File: src/hdl/ols_ram.sv
// ----------------------------------------------------------------------------
// ols_ram
// Simple dual-port RAM: one write port, one read port, registered read data.
// ----------------------------------------------------------------------------
module ols_ram #(
    parameter int WIDTH = 64,
    parameter int DEPTH = 64
) (
    input  logic                     clk,
    input  logic                     we,
    input  logic [$clog2(DEPTH)-1:0] waddr,
    input  logic [WIDTH-1:0]         wdata,
    input  logic [$clog2(DEPTH)-1:0] raddr,
    output logic [WIDTH-1:0]         rdata
);

    logic [WIDTH-1:0] mem [DEPTH];

    always_ff @(posedge clk)
    begin
        if (we)
        begin
            mem[waddr] <= wdata;
        end
        rdata <= mem[raddr];
    end

endmodule

File: config.mk
export PLATFORM = sky130hd
export DESIGN_NAME = ols_ram
export DESIGN_NICKNAME = d
export VERILOG_FILES = /design/src/hdl/ols_ram.sv
export SDC_FILE = /design/constraint.sdc
export NUM_CORES = 2
export LEC_CHECK = 0
export BUFFER_PORTS_ARGS = -buffer_cell sky130_fd_sc_hd__buf_2
export CAP_MARGIN = 20
export CELL_PAD_IN_SITES_DETAIL_PLACEMENT = 1
export CELL_PAD_IN_SITES_GLOBAL_PLACEMENT = 1
export CORE_ASPECT_RATIO = 0.75
export CORE_MARGIN = 5
export CORE_UTILIZATION = 30
export CTS_BUF_LIST = sky130_fd_sc_hd__clkbuf_2 sky130_fd_sc_hd__clkbuf_4 sky130_fd_sc_hd__clkbuf_8
export CTS_CLUSTER_DIAMETER = 80
export DETAILED_ROUTE_END_ITERATION = 8
export GPL_ROUTABILITY_DRIVEN = 0
export GPL_TIMING_DRIVEN = 0
export MAX_ROUTING_LAYER = met4
export PLACE_DENSITY = 0.5
export SLEW_MARGIN = 30
export SYNTH_ARGS = -nofsm -noshare
export SYNTH_HDL_FRONTEND = slang
export SYNTH_SLANG_ARGS = --single-unit
File: constraint.sdc
create_clock -name clk -period 8.3 [get_ports clk]
set_input_delay 1.245 -clock clk [delete_from_list [all_inputs] [get_ports clk]]
set_output_delay 1.245 -clock clk [all_outputs]
set_load 0.02 [all_outputs]
==> impl_metrics.py <==
metrics = {
    "status": {
        "run_status": "finished, final reports clean",
    },
    "routing": {
        "first_pass_iters": 5,
        "wl_um": 511000,
        "drc_errors": 0,
        "wire_per_inst_um": 33.3,
        "avgViaCountPerCell": 5.15,
        "vias": 79000,
        "ant_nets": 0,
        "drt-initial-drc-count": 10600,
    },
    "floorplanning": {
        "die_y_um": 635,
        "core-area_sq_mm": 0.519,
        "start_util": 0.301,
        "die_w_um": 844,
        "ios": 142,
        "die-area_sq_mm": 0.536,
        "fp-row-count": 229,
    },
    "setup_path": {
        "cp_max_fo": 11,
        "start_kind": "primary input",
        "cp.required_ns": 9.34,
        "critPathArrivalTime_ns": 5.83,
        "end_kind": "flip-flop",
        "worst-setup-path-type": "primary input to flip-flop",
    },
    "timing": {
        "max_slew.worst_pin.slew_ns": 1.22,
        "setup_viol_count_final": 0,
        "setup_slack_ns": 3.51,
        "fmaxAchievable_mhz": 209,
        "final_hold_viol_count": 0,
        "final-max-slew-violation-count": 0,
        "min_period_ns": 4.79,
        "slew-limit-headroom": 0.188,
        "grt_setup_unrepaired": "no",
        "period_share": 0.577,
        "fin_skew_ns": 0.0499,
    },
    "yosys": {
        "synth.avg_cell_area_sq_um": 23.7,
        "synth_edf_count": 4096,
        "ys_types": 33,
        "async_reset_ff_frac": 0,
        "yosysTopAreaCell": "edfxtp_1",
        "yosys_warnings": 0,
        "syn_inst": 6598,
        "netlist_top_cells_area": "edfxtp_1, mux4_2, mux2i_1, dfxtp_1, a22oi_1",
        "synth.top_cell.area_share": 0.787,
        "synthFlopType": "edfxtp_1",
        "syn_area_sq_mm": 0.156,
        "synth_seq_cells": 4160,
        "yosysSeqAreaShare": 0.795,
        "synth_fp_nets": 6676,
    },
    "grt": {
        "grt_start_max_net_pins": 65,
        "use_met2": 0.273,
        "grt_pass1_vias": 81600,
        "grt-ovfl-total": 0,
        "grtUsageMet3": 0.0399,
        "grt_pass1_wl_um": 694000,
        "gr-usage-met1": 0.279,
        "top_usage_layer": "met1",
        "grt_usage": 0.191,
        "antenna_found_initial": 74,
    },
    "cts": {
        "clk_pin_slew_ns": 0.06,
        "clock-sinks": 4160,
        "cts_setup_buffers": 0,
        "clk_latency_ns": 1.25,
        "cts_root_buf": "clkbuf_8",
        "cts_hold_buffers": 0,
        "cts_tree": "done",
        "htreeDepth": 6,
        "post_cts_resized": 0,
        "numCtsBuffers": 677,
        "clockBufferDepth": 4,
    },
    "pwr": {
        "power.density_mw_per_mm2": 231,
        "ir_drop_mv": 0.154,
        "p_leak_nw": 59.1,
    },
    "run": {
        "maxCapViolCount": 0,
    },
    "finish": {
        "fin_area_sq_mm": 0.189,
        "area_growth_pct": 20.9,
        "fin_nets": 7851,
        "drive_gt1_frac": 0.360,
    },
    "place": {
        "portBuffers": 133,
        "pre_cts_slack_ns": 2.35,
        "dpl_cell_area_sq_mm": 0.175,
        "dpl.hpwl_um": 357000,
    },
    "min_path": {
        "min_path_type": "primary input to flip-flop",
    },
}
[through the flow]
step / hold slack, ns / cells / util / setup TNS, ns / power [mW]
floorplan: 0.788 / 6598 / - / 0 / 24.9
global placement: 0.959 / 13700 / 0.319 / -5989.59 / 26.2
detailed placement: 0.952 / 14000 / 0.338 / 0 / 26.4
CTS: 0.249 / 15200 / 0.363 / 0 / 44.2
global route: 0.325 / 15300 / 0.364 / 0 / 45.3
finish: 0.414 / 15300 / 0.364 / 0 / 43.7
[critical path: stages]
cell	delay, ns
buf_2	0.20
buf_4	0.39
buf_2	0.56
buf_2	0.79
buf_4	0.40
mux2i_1	0.15
o22ai_1	0.76
a31oi_1	0.38
a211oi_1	0.84
[metal layers]
| metal | routed length, um | vias up |
|---|---|---|
| met1 | 232000 | 43700 |
| met2 | 224000 | 3446 |
| met5 | 0 | - |
| li1 | - | 31200 |
| met3 | 42000 | 710 |
| met4 | 12900 | 0 |
[synthesized netlist by cell type (11+ instances only)]
cell and count:
and3_1 64, buf_4 34, nand3_1 45, a22o_1 88, o221ai_1 38, edfxtp_1 4096, buf_1 20, nand2b_1 11
a2bb2oi_1 19, o22ai_1 83, a41oi_1 26, a22oi_1 168, or3_1 29, mux4_2 1024, clkbuf_1 140, nor2_1 112
dfxtp_1 64, inv_1 19, buf_2 170, or2_2 28, a31oi_1 18, mux2i_1 135, nand2_1 58, a211oi_1 63
nor2b_1 28
[path summary, 6_finish.rpt]
check                 to  cells after the start  slack, ns        start
max            rdata[15]                      9       3.51     raddr[2]
min          mem[16][34]                      1       0.41    wdata[34]
max reg2reg    rdata[15]                      5       5.44  mem[62][15]
min reg2reg    rdata[34]                      4       0.96  mem[38][34]
[cells by family after synthesis]
family,share of synthesized area
flip-flops,0.795
multiplexers,0.156
AO/OA/AOI/OAI,0.0248
buffers and inverters,0.0118
AND/OR/NAND/NOR,0.0124
[state kept, by name, summed over array words and instances, names as in the netlist]
name   cells
mem     4096
rdata     64
[power by group]
group	total (mW)	leakage [nW]	switching [mW]	internal [mW]
logic	2.60	14.7	1.79	0.810
registers	23.3	37.4	0.0448	23.3
clock network	17.8	6.97	8.43	9.33
total	43.7	59.1	10.3	33.4
[layout make-up]
cell class              count  area (sq um)
inverters                  19          71.3
diodes                    112           280
flip-flops and latches   4160        124000
repair buffers            496          9570
multi-input cells        2049         31100
plain buffers             370          1800
well taps                6930          8670
clock buffers             972         11700
clock inverters           234          1490
fillers                 49900        330000
[cell usage in the layout, fill, tap and decap left out, drive strengths merged, types with 2 or more instances in the layout]
cell type | synthesis | layout
nand2b | 11 | 11
nand3 | 45 | 45
nor3 | 2 | 2
a31oi | 18 | 18
and2 | 3 | 3
nand3b | 2 | 2
a41oi | 26 | 26
mux4 | 1024 | 1024
edfxtp | 4096 | 4096
bufinv | 0 | 8
clkinv | 0 | 178
a2bb2oi | 19 | 19
nor2 | 112 | 112
clkbuf | 140 | 1115
inv | 19 | 48
o22ai | 83 | 83
or2 | 28 | 28
clkinvlp | 0 | 19
nand4 | 2 | 2
a22oi | 168 | 168
nand2 | 58 | 58
o221ai | 38 | 38
mux2i | 135 | 135
and3 | 64 | 64
a211oi | 63 | 63
nor2b | 28 | 28
dfxtp | 64 | 64
diode | 0 | 112
or3 | 29 | 29
buf | 230 | 723
a22o | 88 | 88
No activity file was read; power rests on OpenSTA's default activity.
